===== src/rtl/bsf_pkg.sv =====
package bsf_pkg;

   localparam int LW     = 32;          // length / stiffness width, Q16.16
   localparam int FRAC   = 30;          // strain fraction bits
   localparam int QW     = LW + FRAC;   // strain magnitude width, Q32.30
   localparam int HW     = QW / 2;      // strain split for the multipliers
   localparam int DW     = 32;          // direction width, Q1.30
   localparam int OW     = 48;          // force component width, Q32.16
   localparam int LIMW   = 31;
   localparam int STEPW  = 32;
   localparam int NDIR   = 3;
   localparam int QDEPTH = 4;
   localparam int QAW    = 2;

   localparam logic [LIMW-1:0]  LIMIT_RESET = 31'd107374182;
   localparam logic [STEPW-1:0] STEP_RESET  = 32'd42949673;

   // configuration register indexes
   localparam logic CSR_LIMIT = 1'b0;
   localparam logic CSR_STEP  = 1'b1;

   localparam logic [63:0] POS_MAX = 64'h0000_7FFF_FFFF_FFFF;
   localparam logic [63:0] NEG_MAG = 64'h0000_8000_0000_0000;

   typedef struct packed {
      logic                     zero;
      logic                     s_neg;
      logic [LW-1:0]            diff;
      logic [LW-1:0]            rest;
      logic [LW-1:0]            k1;
      logic [LW-1:0]            k2;
      logic [NDIR-1:0]          d_neg;
      logic [NDIR-1:0][DW-1:0]  dm;
   } item_type;

   function automatic logic [DW-1:0] dir_mag(input logic [DW-1:0] d);
      dir_mag = d[DW-1] ? DW'(~d + 1'b1) : d;
   endfunction

endpackage


===== src/rtl/bsf_front.sv =====
module bsf_front import bsf_pkg::*; (
   input  logic           clock,
   input  logic           reset,
   input  logic           req_valid,
   output logic           req_ready,
   input  logic [LW-1:0]  req_cur_length,
   input  logic [LW-1:0]  req_rest_length,
   input  logic [LW-1:0]  req_stiff_low,
   input  logic [LW-1:0]  req_stiff_high,
   input  logic [DW-1:0]  req_dir_x,
   input  logic [DW-1:0]  req_dir_y,
   input  logic [DW-1:0]  req_dir_z,
   input  logic           q_full,
   output logic           push,
   output item_type       push_item
);

   logic     v_ff, v_in;
   item_type itm_ff, itm_in;
   logic     fire;

   always_comb begin
      itm_in.zero     = (req_rest_length == '0);
      itm_in.s_neg    = (req_cur_length < req_rest_length);
      itm_in.diff     = itm_in.s_neg ? req_rest_length - req_cur_length
                                     : req_cur_length - req_rest_length;
      itm_in.rest     = req_rest_length;
      itm_in.k1       = req_stiff_low;
      itm_in.k2       = req_stiff_high;
      itm_in.d_neg    = {req_dir_z[DW-1], req_dir_y[DW-1], req_dir_x[DW-1]};
      itm_in.dm[0]    = dir_mag(req_dir_x);
      itm_in.dm[1]    = dir_mag(req_dir_y);
      itm_in.dm[2]    = dir_mag(req_dir_z);
   end

   assign push      = v_ff && !q_full;
   assign req_ready = !v_ff || !q_full;
   assign fire      = req_valid && req_ready;
   assign v_in      = fire || (v_ff && !push);
   assign push_item = itm_ff;

   always_ff @(posedge clock) begin
      if (reset) v_ff <= 1'b0;
      else v_ff <= v_in;
      if (fire) itm_ff <= itm_in;
   end

endmodule


===== config.mk =====
export PLATFORM = sky130hd
export DESIGN_NAME = bsf_front
export DESIGN_NICKNAME = d
export VERILOG_FILES = /design/src/rtl/bsf_pkg.sv /design/src/rtl/bsf_front.sv
export SDC_FILE = /design/constraint.sdc
export NUM_CORES = 1
export LEC_CHECK = 0
export ABC_CLOCK_PERIOD_IN_PS = 19200
export BUFFER_PORTS_ARGS = -buffer_cell sky130_fd_sc_hd__buf_2
export CAP_MARGIN = 25
export CORE_AREA = 2 2 179 181
export CTS_CLUSTER_SIZE = 25
export DETAILED_ROUTE_END_ITERATION = 8
export DIE_AREA = 0 0 181 183
export PLACE_DENSITY = 0.66
export SLEW_MARGIN = 20
export SYNTH_ARGS = -nofsm -noshare
export SYNTH_HDL_FRONTEND = slang
export SYNTH_SLANG_ARGS = --single-unit

===== constraint.sdc =====
create_clock -name clock -period 19.2 [get_ports clock]
set_clock_uncertainty 0.15 [all_clocks]
set_input_delay 3.84 -clock clock [delete_from_list [all_inputs] [get_ports clock]]
set_output_delay 3.84 -clock clock [all_outputs]
set_load 0.005 [all_outputs]

==> run summary, run 1 <==
Most frequent cells in the layout -> 458 x buf_2, 229 x edfxtp_1, 85 x nand2_1, 84 x xnor2_1, 83 x a21oi_1
LEAKAGE -> 0.006743 uW
Sequential share of the synthesized area -> 55.95%
Mapped Avg Cell Area -> 11.73 sq um
Sw frac -> 26.51%
DRC viols -> 0
Largest net degree at the start of global routing -> 155
CTS Sinks -> 230
Post-synthesis instance area -> 0.01233 sq mm
Final Hold Viols -> 0
Clock slew seen by the registers of the worst setup and hold paths -> 50 ps
NetSw -> 355.2 uW
CP Max Fanout -> 3
1st-pass router iterations -> 5
Setup-failing EPs final -> 0
Avg Vias per Cell -> 5.210
TritonCTS clock tree -> done
Synthesized Nets -> 1349
Slowest cell on crit path -> buf_2
GPL Wtd Cong -> 0.9224
Setup TNS -> 0 ps
Yosys reg bits -> 230
Initial core utilization -> 39.47%
RSZ-0062 raised after global routing -> false
Worst Setup Path Type -> in2out
Max Slew Vio Count -> 0
Cts repair resizes -> 0
Hold-fix buffers, CTS -> 0
Vias post-DR -> 10112
Critical Path, Cell by Cell -> buf_2, nor2b_1, buf_2
Synth Instances -> 1051
Depth of the worst register-to-register path -> 3
Max Fclk -> 122.6 MHz
Fin nets -> 1800
Clk pwr share -> 34.5%
Post-route cell area -> 0.01588 sq mm
Die footprint -> 0.03312 sq mm
Sequential fraction of design power -> 46.3%
Post-DP Area -> 0.01502 sq mm
Netlist cell types -> 62
Worst hold path stage count -> 2
Area growth, synth to finish -> 28.83%
Max-cap violations -> 0
Data required, critical path -> 15210 ps
CTS buffer count -> 26
Critical Path AT -> 4170 ps
Die height -> 183 um
Worst-Margin Slew -> 936.8 ps
Combinational share of power -> 19.2%
Slowest stage delay, CP -> 120 ps
Commonest non-fill, non-tap cell in the layout -> buf_2
Clk root buf -> clkbuf_16
Peak supply drop -> 0.05902 mV
Min cycle time layout -> 8159 ps
# IOs -> 459
Drt initial violations -> 711
Status -> finished clean
Die width -> 181 um
Number of global-route vias before repair -> 10056
Ys flop type -> edfxtp_1
Internal power -> 984.5 uW
Post-CTS Setup Inserts -> 0
Hold WC Path Type -> reg2reg
First-pass GRT wire length -> 58110 um
Synth async-reset ratio -> 0%
Post-synth EDFFs -> 229
PortBufs -> 458
# H-tree levels -> 1
Hpwl dp -> 31270 um
Gr ovfl total -> 0
Fillers -> 2851
Antenna-violating nets left -> 0
Wire per inst -> 20.40 um
Aggregate global-route resource usage -> 22.82%
Rows -> 65
Routed WL -> 39590 um
CP most frequent cell -> buf_2
Initial antenna violation count -> 23
Cell Pwr Density -> 84.37 mW/mm^2
Crit share post-route -> 42.50%
Max_slew headroom -> 37.55%
Ys Warns -> 0
Clock Latency Late Sink -> 510 ps
CORE AREA -> 0.03123 sq mm
CP endpoint kind -> output pin
Layout cells sized above 1 -> 34.83%
Startpoint types -> input port
Clock buffer depth -> 3
[path summary, 6_finish.rpt]
path	from	end	slack, ps
max reg2reg	v_ff	push_item[152]	17150
max	q_full	push	11040
min	v_ff	v_ff	350
min reg2reg	v_ff	v_ff	350
[power groups by stage]
stage | clock network (uW) | logic (uW) | registers (uW)
after global placement | 0 | 252 | 630
after detailed placement | 0 | 255 | 631
after floorplan | 0 | 127 | 641
final | 463 | 257 | 620
after global routing | 496 | 282 | 624
after CTS | 476 | 256 | 621
[area by class of cell]
cell class | count | area [sq um] | share of cell area [%]
Inverter | 82 | 307.8 | 1.938
Antenna cell | 20 | 50.05 | 0.3152
Timing Repair Buffer | 462 | 2355 | 14.83
Clock buffer | 38 | 716.9 | 4.515
Tap cell | 402 | 503.0 | 3.168
Clock inverter | 7 | 61.31 | 0.3861
Sequential cell | 230 | 6897 | 43.43
Multi-Input combinational cell | 700 | 4989 | 31.42
[flip-flops by register name, summed over array words and instances, names as in the netlist]
| register | count |
|---|---|
| v_ff | 1 |
| push_item | 229 |
[Yosys cell counts, drive strengths merged (5+ instances only)]
master	count	area, sq um
nand4	14	87.58
or2	13	86.34
o41ai	12	112.6
buf	6	25.02
nand2	85	319.1
or3	12	100.1
o21a	6	45.04
nand3	6	30.03
or4	15	131.4
inv	82	307.8
o21ai	72	360.3
xnor2	84	735.7
ha	68	850.8
a21oi	83	415.4
edfxtp	229	6877
and2	5	31.28
mux2i	16	160.2
xor2	33	289.0
clkbuf	33	123.9
a31oi	10	62.56
nand2b	9	56.30
nor3	6	30.03
nor2	40	150.1
nor2b	6	37.54
o31ai	23	205.2
a21o	16	120.1
o211ai	5	37.54
nor4	14	108.9
[layer usage]
layer  part of all wire [%]  vias to the layer above  GRT usage, %  wire, um
met3                    7.4                       78         5.143      2940
met2                     52                      420         41.51     20610
met5                      0                        -             0         0
met4                    3.8                        0         10.76      1496
li1                       -                     4780             -         -
met1                     37                     4834         25.39     14540
[per-stage QoR]
stage               hold WS, ps  power, uW  instances  util, %  worst slack [ps]
CTS                       361.4       1353       1920    50.60             11040
floorplan                 315.3      768.1       1051        -              9299
global placement          332.8      881.9       1875    48.11             11040
global route              395.6       1402       1940    50.84             11010
finish                    354.9       1340       1941    50.85             11040
detailed placement        345.3      885.6       1875    48.11             11050
[cell families after synthesis]
| group | share of synthesized area (%) |
|---|---|
| compound gates | 13.18 |
| simple gates | 10.32 |
| flops | 55.95 |
| buf+inv | 3.705 |
| xor+xnor | 8.314 |
| fa+ha+maj | 7.228 |
| mux | 1.299 |
[critical path, delay by kind of cell]
kind	cells	cell delay, ps
buffers and inverters	2	230
and+or+nand+nor	1	100
Power figures use the tool's default switching activity.
==> run 2: changes to the inputs <==
Settings changed: ABC_CLOCK_PERIOD_IN_PS 19200 to 7300, CORE_AREA 2 2 179 181 to unset, CORE_ASPECT_RATIO set to 0.7, CORE_MARGIN set to 2, CORE_UTILIZATION set to 45, DIE_AREA 0 0 181 183 to unset, PLACE_DENSITY 0.66 to 0.77.
Clock period 19.2 ns to 7.3 ns, I/O delays scaled along.
==> run 2 against run 1 <==
  * Die area down 13%
  * Final cell count down 2.8%
  * Sequential power rose to 2.6 times the previous value
  * Clock power rose to 2.6 times the previous value
  * Non-clock buffer count down 1
  * Combinational power rose to 2.6 times the previous value
  * Global-route usage up 1.3 points
  * Worst setup slack worse by 8200 ps
  * First-iteration DRC count up 19%
  * Count of clock-buffer cells in the layout down 6
  * Final area down 0.84%
  * Highest routed layer is now met5
==> run summary, run 2 (same netlist as run 1, synthesis figures left out) <==
Status -> finished clean
Global routing usage on met3 -> 6.616% (+1.5 points)
Post-CTS Setup Inserts -> 0 (unchanged)
GR peak layer -> met2
Antenna-violating nets left -> 0 (unchanged)
CORE AREA -> 0.02684 sq mm (-14%)
Initial core utilization -> 45.93% (+6.5 points)
Fillers -> 2290 (-20%)
Hold WC Path Type -> reg2reg
Layout cells sized above 1 -> 35.02% (+0.20 points)
Data required, critical path -> 7430 ps (-7780 ps)
Crit path max-delay family -> compound AO/OA/AOI/OAI gates
CP most frequent cell -> a21boi_0
Peak supply drop -> 0.1408 mV (+140%)
DRC viols -> 0 (unchanged)
FF/Latch Area -> 0.006897 sq mm (unchanged)
Cell Pwr Density -> 222.4 mW/mm^2 (+160%)
Setup-failing EPs final -> 0 (unchanged)
1st-pass router iterations -> 5 (unchanged)
Area of the multi-input gates -> 0.004989 sq mm (unchanged)
Gr ovfl total -> 0 (unchanged)
CP endpoint kind -> flip-flop
Number of global-route vias before repair -> 9459 (-5.9%)
Initial antenna violation count -> 8 (-65%)
# H-tree levels -> 1 (unchanged)
Worst Setup Path Type -> in2reg
Fin nets -> 1798 (-0.11%)
Slowest stage delay, CP -> 530 ps (+410 ps)
RSZ-0062 raised after global routing -> false
Buf+Inv Stages, Crit Path -> 3 (+1)
Area growth, synth to finish -> 27.75%
Crit share post-route -> 61.63%
Routed WL -> 36330 um (-8.2%)
Startpoint types -> input port
Slowest cell on crit path -> or3b_2
Avg Vias per Cell -> 5.420 (+4.0%)
Max reg flops -> 229 (unchanged)
Max Fclk -> 222.3 MHz
Critical Path Source -> req_cur_length[0]
Min cycle time layout -> 4499 ps
Vias post-DR -> 10228 (+1.1%)
Setup TNS -> 0 ps (unchanged)
Clk root buf -> clkbuf_16
Max-cap violations -> 0 (unchanged)
Die height -> 142.5 um (-22%)
Aggregate global-route resource usage -> 24.08% (+1.3 points)
CP Max Fanout -> 48 (+45)
Hold-fix buffers, CTS -> 0 (unchanged)
First-pass GRT wire length -> 53960 um (-7.1%)
Worst-Margin Slew -> 872.6 ps (-64.13 ps)
CTS Sinks -> 230 (unchanged)
Critical Path AT -> 4630 ps (+460 ps)
Max_slew headroom -> 41.82% (+4.3 points)
Clock slew seen by the registers of the worst setup and hold paths -> 70 ps (+20 ps)
Critical Path, Cell by Cell -> buf_2, inv_1, ha_1, fa_1, nand3b_1, a21boi_0, o211ai_1, a21boi_0, o31ai_4, buf_4, or3b_2, o2bb2ai_1, xnor2_1
Wire per inst -> 19.25 um (-5.6%)
R2R Path Start -> v_ff
Final Hold Viols -> 0 (unchanged)
R2r setup slk -> 5100 ps (-12050 ps)
Rows -> 50 (-23%)
Largest net degree at the start of global routing -> 138 (-11%)
Min-delay src -> v_ff
Commonest non-fill, non-tap cell in the layout -> buf_2
# IOs -> 459 (unchanged)
Max Slew Vio Count -> 0 (unchanged)
PortBufs -> 458 (unchanged)
TritonCTS clock tree -> done
Clock buffer depth -> 3 (unchanged)
LEAKAGE -> 0.006725 uW (-0.28%)
GPL Wtd Cong -> 0.9026 (-2.1%)
Die footprint -> 0.02875 sq mm (-13%)
Hpwl dp -> 28740 um (-8.1%)
Drt initial violations -> 846 (+19%)
Cts repair resizes -> 0 (unchanged)
Most frequent cells in the layout -> 458 x buf_2, 229 x edfxtp_1, 85 x nand2_1, 84 x xnor2_1, 83 x a21oi_1
Met1 usage -> 33.94% (+8.6 points)
Die width -> 201.8 um (+11%)
CTS buffer count -> 25 (-3.8%)
M2 GR Usage -> 37.46% (-4.1 points)
Total power -> 3503 uW (+160%)
Clock Latency Late Sink -> 530 ps (+20 ps)
==> run 2: cell count changes in the layout (fill, tap and decap cells not counted), moves of 2 or more <==
cell and delta:
clkbuf_1 -4, clkbuf_16 -2, clkinv_2 +2, diode_2 -16
inv_6 +2
==> run 2: report_power, final <==
part	switching [uW]	internal, uW	total (uW)
clock	531	671	1200
combinational	396	276	672
sequential	28.6	1600	1630
==> run 2: metrics by stage <==
step | setup WS (ps) | cell area, sq um | utilization (%) | hold WS, ps | instances
2_1_floorplan | 2342 | 12330 | - | 315.3 | 1051
3_3_place_gp | 2430 | 14980 | 55.80 | 335.4 | 1837
3_5_place_dp | 2242 | 14980 | 55.80 | 379.0 | 1837
4_1_cts | 2834 | 15740 | 58.63 | 391.1 | 1883
5_1_grt | 2595 | 15740 | 58.66 | 461.3 | 1886
6_report | 2801 | 15750 | 58.67 | 389.6 | 1887
==> run 2: worst reg2reg max path, stage by stage (launching register included) <==
cell and delay [ps]:
dfxtp_1 330, nand2_1 110, and2_4 420, buf_4 720
==> run 2: final timing paths <==
kind / end / cells past startpoint
setup / recovery: push_item[222] / 13
hold / removal: v_ff / 2
setup reg to reg: push_item[97] / 3
hold reg to reg: v_ff / 2
==> run 2: cell type report <==
type	instances	area share [%]
antenna	4	0.06357
clock buffer	32	4.140
clock inverter	14	0.6913
inverter	82	1.955
multi-input combinational	700	31.68
sequential	230	43.80
tap	364	2.892
timing repair buffer	461	14.78
==> run 2: metal layers <==
metal  routed length (um)  up-vias
met2                16630      547
met5                   42        -
met1                15460     4860
li1                     -     4760
met4                  712        6
met3                 3489       55
