--- config.mk ---
export PLATFORM = sky130hd
export DESIGN_NAME = bsf_queue
export DESIGN_NICKNAME = d
export VERILOG_FILES = /design/src/rtl/bsf_pkg.sv /design/src/rtl/bsf_queue.sv
export SDC_FILE = /design/constraint.sdc
export NUM_CORES = 1
export LEC_CHECK = 0
export BUFFER_PORTS_ARGS = -buffer_cell sky130_fd_sc_hd__buf_4
export CAP_MARGIN = 10
export CELL_PAD_IN_SITES_DETAIL_PLACEMENT = 0
export CELL_PAD_IN_SITES_GLOBAL_PLACEMENT = 1
export CORE_MARGIN = 4
export CORE_UTILIZATION = 57
export CTS_BUF_LIST = sky130_fd_sc_hd__clkbuf_8
export CTS_CLUSTER_DIAMETER = 200
export DETAILED_ROUTE_END_ITERATION = 10
export GPL_TIMING_DRIVEN = 0
export PLACE_DENSITY = 0.86
export SKIP_LAST_GASP = 1
export SLEW_MARGIN = 10
export SYNTH_ARGS = -nofsm -noshare
export SYNTH_HDL_FRONTEND = slang
export SYNTH_SLANG_ARGS = --single-unit
--- constraint.sdc ---
create_clock -name clock -period 16.9 [get_ports clock]
set_input_delay 4.225 -clock clock [delete_from_list [all_inputs] [get_ports clock]]
set_output_delay 4.225 -clock clock [all_outputs]
set_load 0.03 [all_outputs]
--- src/rtl/bsf_pkg.sv ---
package bsf_pkg;

   localparam int LW     = 32;          // length / stiffness width, Q16.16
   localparam int FRAC   = 30;          // strain fraction bits
   localparam int QW     = LW + FRAC;   // strain magnitude width, Q32.30
   localparam int HW     = QW / 2;      // strain split for the multipliers
   localparam int DW     = 32;          // direction width, Q1.30
   localparam int OW     = 48;          // force component width, Q32.16
   localparam int LIMW   = 31;
   localparam int STEPW  = 32;
   localparam int NDIR   = 3;
   localparam int QDEPTH = 4;
   localparam int QAW    = 2;

   localparam logic [LIMW-1:0]  LIMIT_RESET = 31'd107374182;
   localparam logic [STEPW-1:0] STEP_RESET  = 32'd42949673;

   // configuration register indexes
   localparam logic CSR_LIMIT = 1'b0;
   localparam logic CSR_STEP  = 1'b1;

   localparam logic [63:0] POS_MAX = 64'h0000_7FFF_FFFF_FFFF;
   localparam logic [63:0] NEG_MAG = 64'h0000_8000_0000_0000;

   typedef struct packed {
      logic                     zero;
      logic                     s_neg;
      logic [LW-1:0]            diff;
      logic [LW-1:0]            rest;
      logic [LW-1:0]            k1;
      logic [LW-1:0]            k2;
      logic [NDIR-1:0]          d_neg;
      logic [NDIR-1:0][DW-1:0]  dm;
   } item_type;

   function automatic logic [DW-1:0] dir_mag(input logic [DW-1:0] d);
      dir_mag = d[DW-1] ? DW'(~d + 1'b1) : d;
   endfunction

endpackage

--- src/rtl/bsf_queue.sv ---
module bsf_queue import bsf_pkg::*; (
   input  logic     clock,
   input  logic     reset,
   input  logic     push,
   input  item_type push_item,
   output logic     full,
   input  logic     pop,
   output logic     head_valid,
   output item_type head_item
);

   item_type         mem_ff [QDEPTH];
   logic [QAW-1:0]   wr_ff, wr_in, rd_ff, rd_in;
   logic [QAW:0]     cnt_ff, cnt_in;

   assign full       = (cnt_ff == (QAW+1)'(QDEPTH));
   assign head_valid = (cnt_ff != '0);
   assign head_item  = mem_ff[rd_ff];

   always_comb begin
      wr_in  = push ? wr_ff + 1'b1 : wr_ff;
      rd_in  = pop ? rd_ff + 1'b1 : rd_ff;
      cnt_in = cnt_ff;
      case ({push, pop})
         2'b10:   cnt_in = cnt_ff + 1'b1;
         2'b01:   cnt_in = cnt_ff - 1'b1;
         default: cnt_in = cnt_ff;
      endcase
   end

   always_ff @(posedge clock) begin
      if (reset) begin
         wr_ff  <= '0;
         rd_ff  <= '0;
         cnt_ff <= '0;
      end else begin
         wr_ff  <= wr_in;
         rd_ff  <= rd_in;
         cnt_ff <= cnt_in;
      end
      if (push) mem_ff[wr_ff] <= push_item;
   end

endmodule

==> results of run 1 <==
## layout make-up
type                            instances  area (um2)  share of cell area, %
Antenna cell                           12        30.0                 0.0731
Clock inverter                         96         427                   1.04
Clock buffer                          149        2050                   4.99
Multi-Input combinational cell        259        5400                   13.1
Buffer                                 52         611                   1.49
Timing Repair Buffer                  479        3930                   9.56
Tap cell                              765         957                   2.33
Inverter                                3        11.3                 0.0274
Sequential cell                       925       27700                   67.4
## critical path: cells and delay by family, from the launching register on
kind                   cells  cell delay [ns]
buffers and inverters      3             1.32
DFF                        1             0.40
muxes                      1             0.39
## worst paths after layout
check / startpoint / endpoint / slack (ns)
setup / recovery: register / head_item[207] / 9.82
setup reg to reg: wr_ff[1]$_SDFFE_PP0P_ / mem_ff[3][210]$_DFFE_PP_ / 14.54
hold / removal: cnt_ff[2]$_SDFFE_PP0P_ / cnt_ff[2]$_SDFFE_PP0P_ / 0.51
hold reg to reg: cnt_ff[2]$_SDFFE_PP0P_ / cnt_ff[2]$_SDFFE_PP0P_ / 0.51
## metrics by stage
stage	utilization, %	total power (uW)	setup slack (ns)	instance area [um2]	instances
2_1_floorplan	-	3160	6.87	33700	1239
3_3_place_gp	65.6	3450	2.53	38100	2466
3_5_place_dp	66.4	3440	10.58	38600	2483
4_1_cts	70.6	5060	9.72	41100	2728
5_1_grt	70.7	5210	9.68	41100	2740
6_report	70.7	5000	9.82	41100	2740
## synth_stat cells (all sizes together)
| library cell | instances | area share [%] |
|---|---|---|
| nor2 | 7 | 0.078 |
| dfxtp | 9 | 0.53 |
| o21ai | 1 | 0.015 |
| xor2 | 2 | 0.052 |
| xnor2 | 3 | 0.078 |
| mux4 | 229 | 15 |
| or3 | 2 | 0.037 |
| edfxtp | 916 | 82 |
| a21oi | 1 | 0.015 |
| nand2 | 1 | 0.011 |
| clkbuf | 3 | 0.033 |
| mux2i | 2 | 0.059 |
| inv | 3 | 0.033 |
| nor3b | 1 | 0.022 |
| buf | 49 | 1.8 |
| ha | 5 | 0.19 |
| fa | 1 | 0.059 |
| and2 | 4 | 0.074 |
## registers in the layout, indices dropped and copies added, names as in the netlist, named ones only
name,flops
mem_ff,916
cnt_ff,3
wr_ff,2
rd_ff,2
## cell families after synthesis
family	after synthesis	share of synthesized area (%)
flip-flops	925	82.2
multiplexers	231	15.4
buffers and inverters	55	1.85
AND/OR/NAND/NOR	15	0.223
adder cells (fa/ha/maj)	6	0.245
XOR/XNOR	5	0.130
AO/OA/AOI/OAI	2	0.0297
## cells in the final DEF (no fill, tap or decap), drive strengths merged
| cell | count |
|---|---|
| inv | 61 |
| nor2 | 7 |
| buf | 528 |
| a21oi | 1 |
| edfxtp | 916 |
| fa | 1 |
| dfxtp | 9 |
| clkbuf | 152 |
| clkinv | 32 |
| xnor2 | 3 |
| or3 | 2 |
| mux2i | 2 |
| mux4 | 229 |
| and2 | 4 |
| nand2 | 1 |
| ha | 5 |
| nor3b | 1 |
| diode | 12 |
| clkinvlp | 6 |
| xor2 | 2 |
| o21ai | 1 |
## layer usage
| layer | global-route usage [%] | wire, um |
|---|---|---|
| met3 | 7.45 | 5500 |
| met5 | 0 | 13 |
| met2 | 36.8 | 37200 |
| met1 | 27.7 | 25300 |
| met4 | 9.32 | 1950 |
## where the power goes
group          switching (uW)  internal [uW]  total [uW]
logic                     420            304         723
clock network             804            813        1620
registers                23.4           2640        2660
total                    1250           3760        5000
==> flow_metrics.tcl, run 1 <==
set metrics [dict create \
    status "completed" \
    ys_seq_elements 925 \
    grt_pass1_vias 16500 \
    finClkSkew_ns 0.0411 \
    post_synth.cell_area_avg_um2 27.2 \
    ant_nets 0 \
    dr.pass1.iters 5 \
    cts_tree "yes" \
    cts_resized 0 \
    min_delay_path_depth 2 \
    power-per-cell-area_nw_per_um2 122 \
    clock_path_buffers 3 \
    startpoint_type "register" \
    r2r_cells 4 \
    crit_path_end_kind "output pin" \
    max_stage_delay_ns 0.69 \
    holdBufCountCts 0 \
    cts.sinks 925 \
    nets 2103 \
    vias_per_cell 5.68 \
    syn_to_final_growth_pct 22.0 \
    overflow 0 \
    worstPathMaxFanout 10 \
    cp_data_arrival_time_ns 2.86 \
    syn_inst 1239 \
    drive_gt1_share_pct 47.3 \
    leakage_uw 0.0141 \
    critPathRequiredTime_ns 12.68 \
    vdd_ir_drop_max_v 0.0000972 \
    worst_pin_slew_ns 0.879 \
    setup_tns_ns 0 \
    finalSetupViolations 0 \
    crit_type "register to output pin" \
    start_util_pct 58.0 \
    ys.warnings.count 0 \
    hold_path_class "register to register" \
    wl_per_cell_um 25.6 \
    drv_cap 0 \
    cpMaxStageDelayCell "clkbuf_1" \
    crit_chain "clkbuf_1 > buf_2 > mux4_2 > buf_4" \
    clk_latency_ns 0.77 \
    ys_types 23 \
    rows 88 \
    syn_nets 1478 \
    fp.dieH_um 251 \
    synth_area_um2 33700 \
    max-slew-margin-rel_pct 41.4 \
    fmax_ghz 0.141 \
    io_pins 464 \
    ys_seq_area_share_pct 82.2 \
    htree_num_levels 4 \
    gp_congestion 0.746 \
    clockRootBuffer "clkbuf_8" \
    rsz0062_at_grt "false" \
    fillers 3364 \
    numPortBuffers 462 \
    routed_wl_mm 70.0 \
    drc 0 \
    finalCriticalPeriod_ns 7.08 \
    cts_made_buffers 144 \
    clkTransAtPathRegs_ns 0.06 \
    coreArea_um2 58100 \
    hpwlAfterDp_mm 45.8 \
    fin_crit_sh_pct 41.9 \
    die_area_um2 63100 \
    grt_usage_pct 22.4 \
    cts_setup_buffers 0 \
    grt_pass1_wl_mm 104 \
    drv_slew 0 \
    dieWidth_um 251 \
    grt_max_degree 53 \
    grt_antenna_before_repair 13 \
    vias 15600 \
    hold_violations 0 \
    drt_iter0_drc 1164 \
    hold_ws_ns 0.507 \
]
No activity file was read; power rests on OpenSTA's default activity.
==> inputs of run 2 (changes only) <==
- CORE_UTILIZATION: 57 -> 53
- PLACE_DENSITY: 0.86 -> 0.8
- clock period: 16.9 -> 7.2 ns (I/O delays scaled with it)
==> flow_metrics.tcl, run 2 (same netlist as run 1, synthesis figures left out) <==
set metrics [dict create \
    status "completed" \
    syn_to_final_growth_pct 22.7 \
    io_pins 464 \
    max_stage_delay_ns 0.79 \
    wl_met3_mm 5.48 \
    final_common_cell "edfxtp_1" \
    power.total_uw 11800 \
    vias 15500 \
    r2r_cells 5 \
    clockRootBuffer "clkbuf_8" \
    cts_setup_buffers 0 \
    startpoint_type "register" \
    min_delay_path_depth 2 \
    drive_gt1_share_pct 47.4 \
    top_register "mem_ff" \
    dieWidth_um 260 \
    cts.sinks 925 \
    cts_tree "yes" \
    wl_met1_mm 26.0 \
    final_cell_mix "edfxtp_1 (916), buf_4 (463), mux4_2 (229)" \
    drt_iter0_drc 1083 \
    rsz0062_at_grt "false" \
    crit_chain "clkbuf_1 > buf_2 > mux4_2 > buf_4" \
    cell_internal_pwr_uw 8890 \
    rows 92 \
    vias_per_cell 5.47 \
    sw_frac_of_total_pct 24.9 \
    rr_startpoint "wr_ff[0]$_SDFFE_PP0P_" \
    p_seq_share_pct 52.8 \
    grt_max_degree 52 \
    fin_crit_sh_pct 66.6 \
    dr_wl_met2_mm 36.1 \
    crit_type "register to output pin" \
    coreArea_um2 63000 \
    fmax_ghz 0.208 \
    htree_num_levels 4 \
    highest_layer "met5" \
    holdBufCountCts 0 \
    p_sw_uw 2940 \
    ant_nets 0 \
    worstPathMaxFanout 10 \
    finalSetupViolations 0 \
    start_util_pct 53.5 \
    hold_path_class "register to register" \
    finalCriticalPeriod_ns 4.80 \
    gp_congestion 0.747 \
    placed_area_um2 38700 \
    grt_usage_pct 20.9 \
    die_area_um2 67700 \
    setup_tns_ns 0 \
    dr.pass1.iters 5 \
    cts_resized 0 \
    crit_path_end_kind "output pin" \
    p_clk_share_pct 32.9 \
    routed_wl_mm 69.8 \
    clkTransAtPathRegs_ns 0.06 \
    vdd_ir_drop_max_v 0.000258 \
    clk_latency_ns 0.75 \
    cpMaxStageDelayCell "clkbuf_1" \
    grt_antenna_before_repair 13 \
    grt_pass1_vias 16500 \
    drv_cap 0 \
    design_area_um2 41300 \
    hold_start "rd_ff[1]$_SDFFE_PP0P_" \
    nets 2108 \
    numPortBuffers 462 \
    wl_per_cell_um 24.7 \
    worst_pin_slew_ns 1.01 \
    leakage_uw 0.0141 \
    clock_path_buffers 3 \
    drv_slew 0 \
    cts_made_buffers 146 \
    final_util_pct 65.7 \
    drc 0 \
    pwr-share-comb_pct 14.4 \
    critPathRequiredTime_ns 5.40 \
    finClkSkew_ns 0.0390 \
    max-slew-margin-rel_pct 32.3 \
    overflow 0 \
    fp.dieH_um 260 \
    hold_violations 0 \
    largest_reg_flops 916 \
    cp_data_arrival_time_ns 3.00 \
    grt_pass1_wl_mm 104 \
    hpwlAfterDp_mm 46.0 \
    power-per-cell-area_nw_per_um2 286 \
    top_regs "mem_ff x916, cnt_ff x3" \
]
-- run 2: final timing paths --
path	end	slack [ns]
setup / recovery	head_item[102]	2.40
hold / removal	register	0.53
setup reg to reg	mem_ff[1][226]$_DFFE_PP_	4.88
hold reg to reg	register	0.53
-- run 2: metal layers --
| metal | GRT usage (%) | up-vias |
|---|---|---|
| li1 | - | 6696 |
| met1 | 26.4 | 8146 |
| met2 | 33.5 | 505 |
| met3 | 7.10 | 134 |
| met4 | 8.98 | 6 |
| met5 | 0 | - |
-- run 2: area by class of cell --
cell class                 instances  area (um2)
clock buffer                     151        2080
clock inverter                   103         484
tap                              846        1060
buffer                            52         611
multi-input combinational        259        5400
fill                            4088       21600
antenna                           11        27.5
timing repair buffer             482        3980
inverter                           3        11.3
sequential                       925       27700
-- run 2: through the flow --
| step | hold slack, ns | setup slack (ns) | instances |
|---|---|---|---|
| final | 0.529 | 2.40 | 2832 |
| after global routing | 0.557 | 2.16 | 2830 |
| after CTS | 0.539 | 2.16 | 2821 |
| after detailed placement | 0.514 | 3.00 | 2567 |
| after global placement | 0.489 | -0.231 | 2547 |
| after floorplan | 0.461 | 2.16 | 1239 |
-- run 2: critical path: cells and delay by family, from the launching register on --
kind / cells / cell delay (ns)
flip-flops: 1 / 0.45
multiplexers: 1 / 0.40
buffers and inverters: 3 / 1.42
-- run 2: power by group through the flow --
stage | Combinational, uW | Sequential [uW] | Clock, uW
floorplan | 1020 | 6370 | 0
global placement | 1660 | 6400 | 0
detailed placement | 1720 | 6360 | 0
CTS | 1730 | 6250 | 4010
global route | 1790 | 6260 | 4300
finish | 1700 | 6240 | 3890
==> inputs of run 3 (changes only) <==
- CORE_UTILIZATION: 53 -> 47
- PLACE_DENSITY: 0.8 -> 0.75
- clock period: 7.2 -> 4.2 ns (I/O delays scaled with it)
==> flow_metrics.tcl, run 3 (same netlist as run 1, synthesis figures left out) <==
set metrics [dict create \
    fin_crit_sh_pct 86.8 \
    cp_data_arrival_time_ns 2.60 \
    gp_congestion 0.720 \
    cp_top_family "buffers and inverters" \
    clk_latency_ns 0.77 \
    cts_made_buffers 147 \
    start_util_pct 47.8 \
    grt_max_degree 51 \
    drive_gt1_share_pct 47.6 \
    crit_type "register to output pin" \
    final_common_cell "edfxtp_1" \
    fp.dieH_um 276 \
    critPathRequiredTime_ns 3.15 \
    dr.pass1.iters 5 \
    finalCriticalPeriod_ns 3.65 \
    power-per-cell-area_nw_per_um2 491 \
    htree_num_levels 4 \
    worst_pin_slew_ns 0.640 \
    hold_path_class "input pin to register" \
    max-slew-margin-rel_pct 57.4 \
    top_regs "mem_ff x916, cnt_ff x3" \
    finClkSkew_ns 0.0372 \
    vias_per_cell 5.27 \
    io_pins 464 \
    ant_nets 0 \
    clkTransAtPathRegs_ns 0.06 \
    fillers 5076 \
    max_stage_delay_ns 0.48 \
    drc 0 \
    drt_iter0_drc 1025 \
    fmax_ghz 0.274 \
    routed_wl_mm 71.1 \
    wl_per_cell_um 24.3 \
    drv_cap 0 \
    cts_tree "yes" \
    clock_path_buffers 3 \
    startpoint_type "register" \
    rows 97 \
    syn_to_final_growth_pct 23.2 \
    coreArea_um2 70500 \
    overflow 0 \
    rsz0062_at_grt "false" \
    cpMaxStageDelayCell "clkbuf_2" \
    multiInputGateArea_um2 5400 \
    status "completed" \
    grt_usage_pct 18.8 \
    crit_buf_inv 3 \
    drv_slew 0 \
    hpwlAfterDp_mm 46.0 \
    finalSetupViolations 0 \
    grt_antenna_before_repair 10 \
    vias 15400 \
    die_area_um2 76000 \
    cts.sinks 925 \
    grt_pass1_vias 16600 \
    hold_ws_ns 0.474 \
    numPortBuffers 462 \
    crit_path_end_kind "output pin" \
    worstPathMaxFanout 11 \
    seq_area_um2 27700 \
    clockRootBuffer "clkbuf_8" \
    hold_violations 0 \
    vdd_ir_drop_max_v 0.000389 \
    crit_chain "clkbuf_2 > buf_2 > mux4_2 > buf_4" \
    leakage_uw 0.0142 \
    holdBufCountCts 0 \
    setup_tns_ns 0 \
    final_cell_mix "edfxtp_1 (916), buf_4 (463), mux4_2 (229)" \
    dieWidth_um 276 \
    top_register "mem_ff" \
    nets 2109 \
    grt_pass1_wl_mm 105 \
    largest_reg_flops 916 \
]
run 3: cell count changes in the layout (fill, tap and decap cells not counted), sizes merged:
cell	previous run	this run
bufinv	1	0
clkbuf	154	151
clkinv	50	54
diode	11	9
inv	52	58
run 3: worst paths after layout:
| path | end | start | cells after the start | slack, ns |
|---|---|---|---|---|
| setup reg to reg | mem_ff[0][160]$_DFFE_PP_ | wr_ff[0]$_SDFFE_PP0P_ | 6 | 1.78 |
| setup / recovery | head_item[176] | register | 4 | 0.55 |
| hold / removal | mem_ff[2][7]$_DFFE_PP_ | push_item[7] | 1 | 0.47 |
| hold reg to reg | cnt_ff[2]$_SDFFE_PP0P_ | cnt_ff[2]$_SDFFE_PP0P_ | 2 | 0.53 |
run 3: worst reg2reg max path, delay by kind of cell (launching register included):
family / cells / cell delay, ns
buffers and inverters: 4 / 0.97
flip-flops: 1 / 0.35
AND/OR/NAND/NOR: 1 / 0.53
adder cells (fa/ha/maj): 1 / 0.16
run 3: power by group:
part           leakage (uW)  total (uW)  switching (uW)  internal, uW
Combinational       0.00417        2910            1690          1230
Clock               0.00149        6780            3440          3340
Sequential          0.00849       10700            88.2         10600
Total                0.0142       20400            5220         15200
run 3: area by class of cell:
cell class | count | area share (%)
clock buffer | 148 | 4.91
sequential | 925 | 66.7
antenna | 9 | 0.0543
multi-input combinational | 259 | 13.0
tap | 940 | 2.83
clock inverter | 112 | 1.36
inverter | 3 | 0.0271
timing repair buffer | 482 | 9.64
buffer | 52 | 1.48
run 3: per-stage QoR:
stage	util, %	area (um2)	worst slack (ns)	power [uW]	instances
2_1_floorplan	-	33700	1.11	12600	1239
3_3_place_gp	54.4	38400	-0.400	13800	2641
3_5_place_dp	55.1	38900	0.772	13900	2661
4_1_cts	58.8	41500	0.373	20700	2921
5_1_grt	58.9	41500	0.378	21300	2926
6_report	58.9	41500	0.553	20400	2930
run 3: what timing repair did:
| item | in CTS | in global routing |
|---|---|---|
| resized for setup | 2 | 0 |
| setup endpoints to repair | 200 | 0 |
| buffers inserted | 0 | 0 |
run 3: layer usage:
metal	up-vias	global-route usage (%)	wire (um)
met4	4	7.25	2050
met5	-	0	25
met2	478	31.6	37200
met1	8122	22.8	26200
li1	6703	-	-
met3	133	6.42	5570
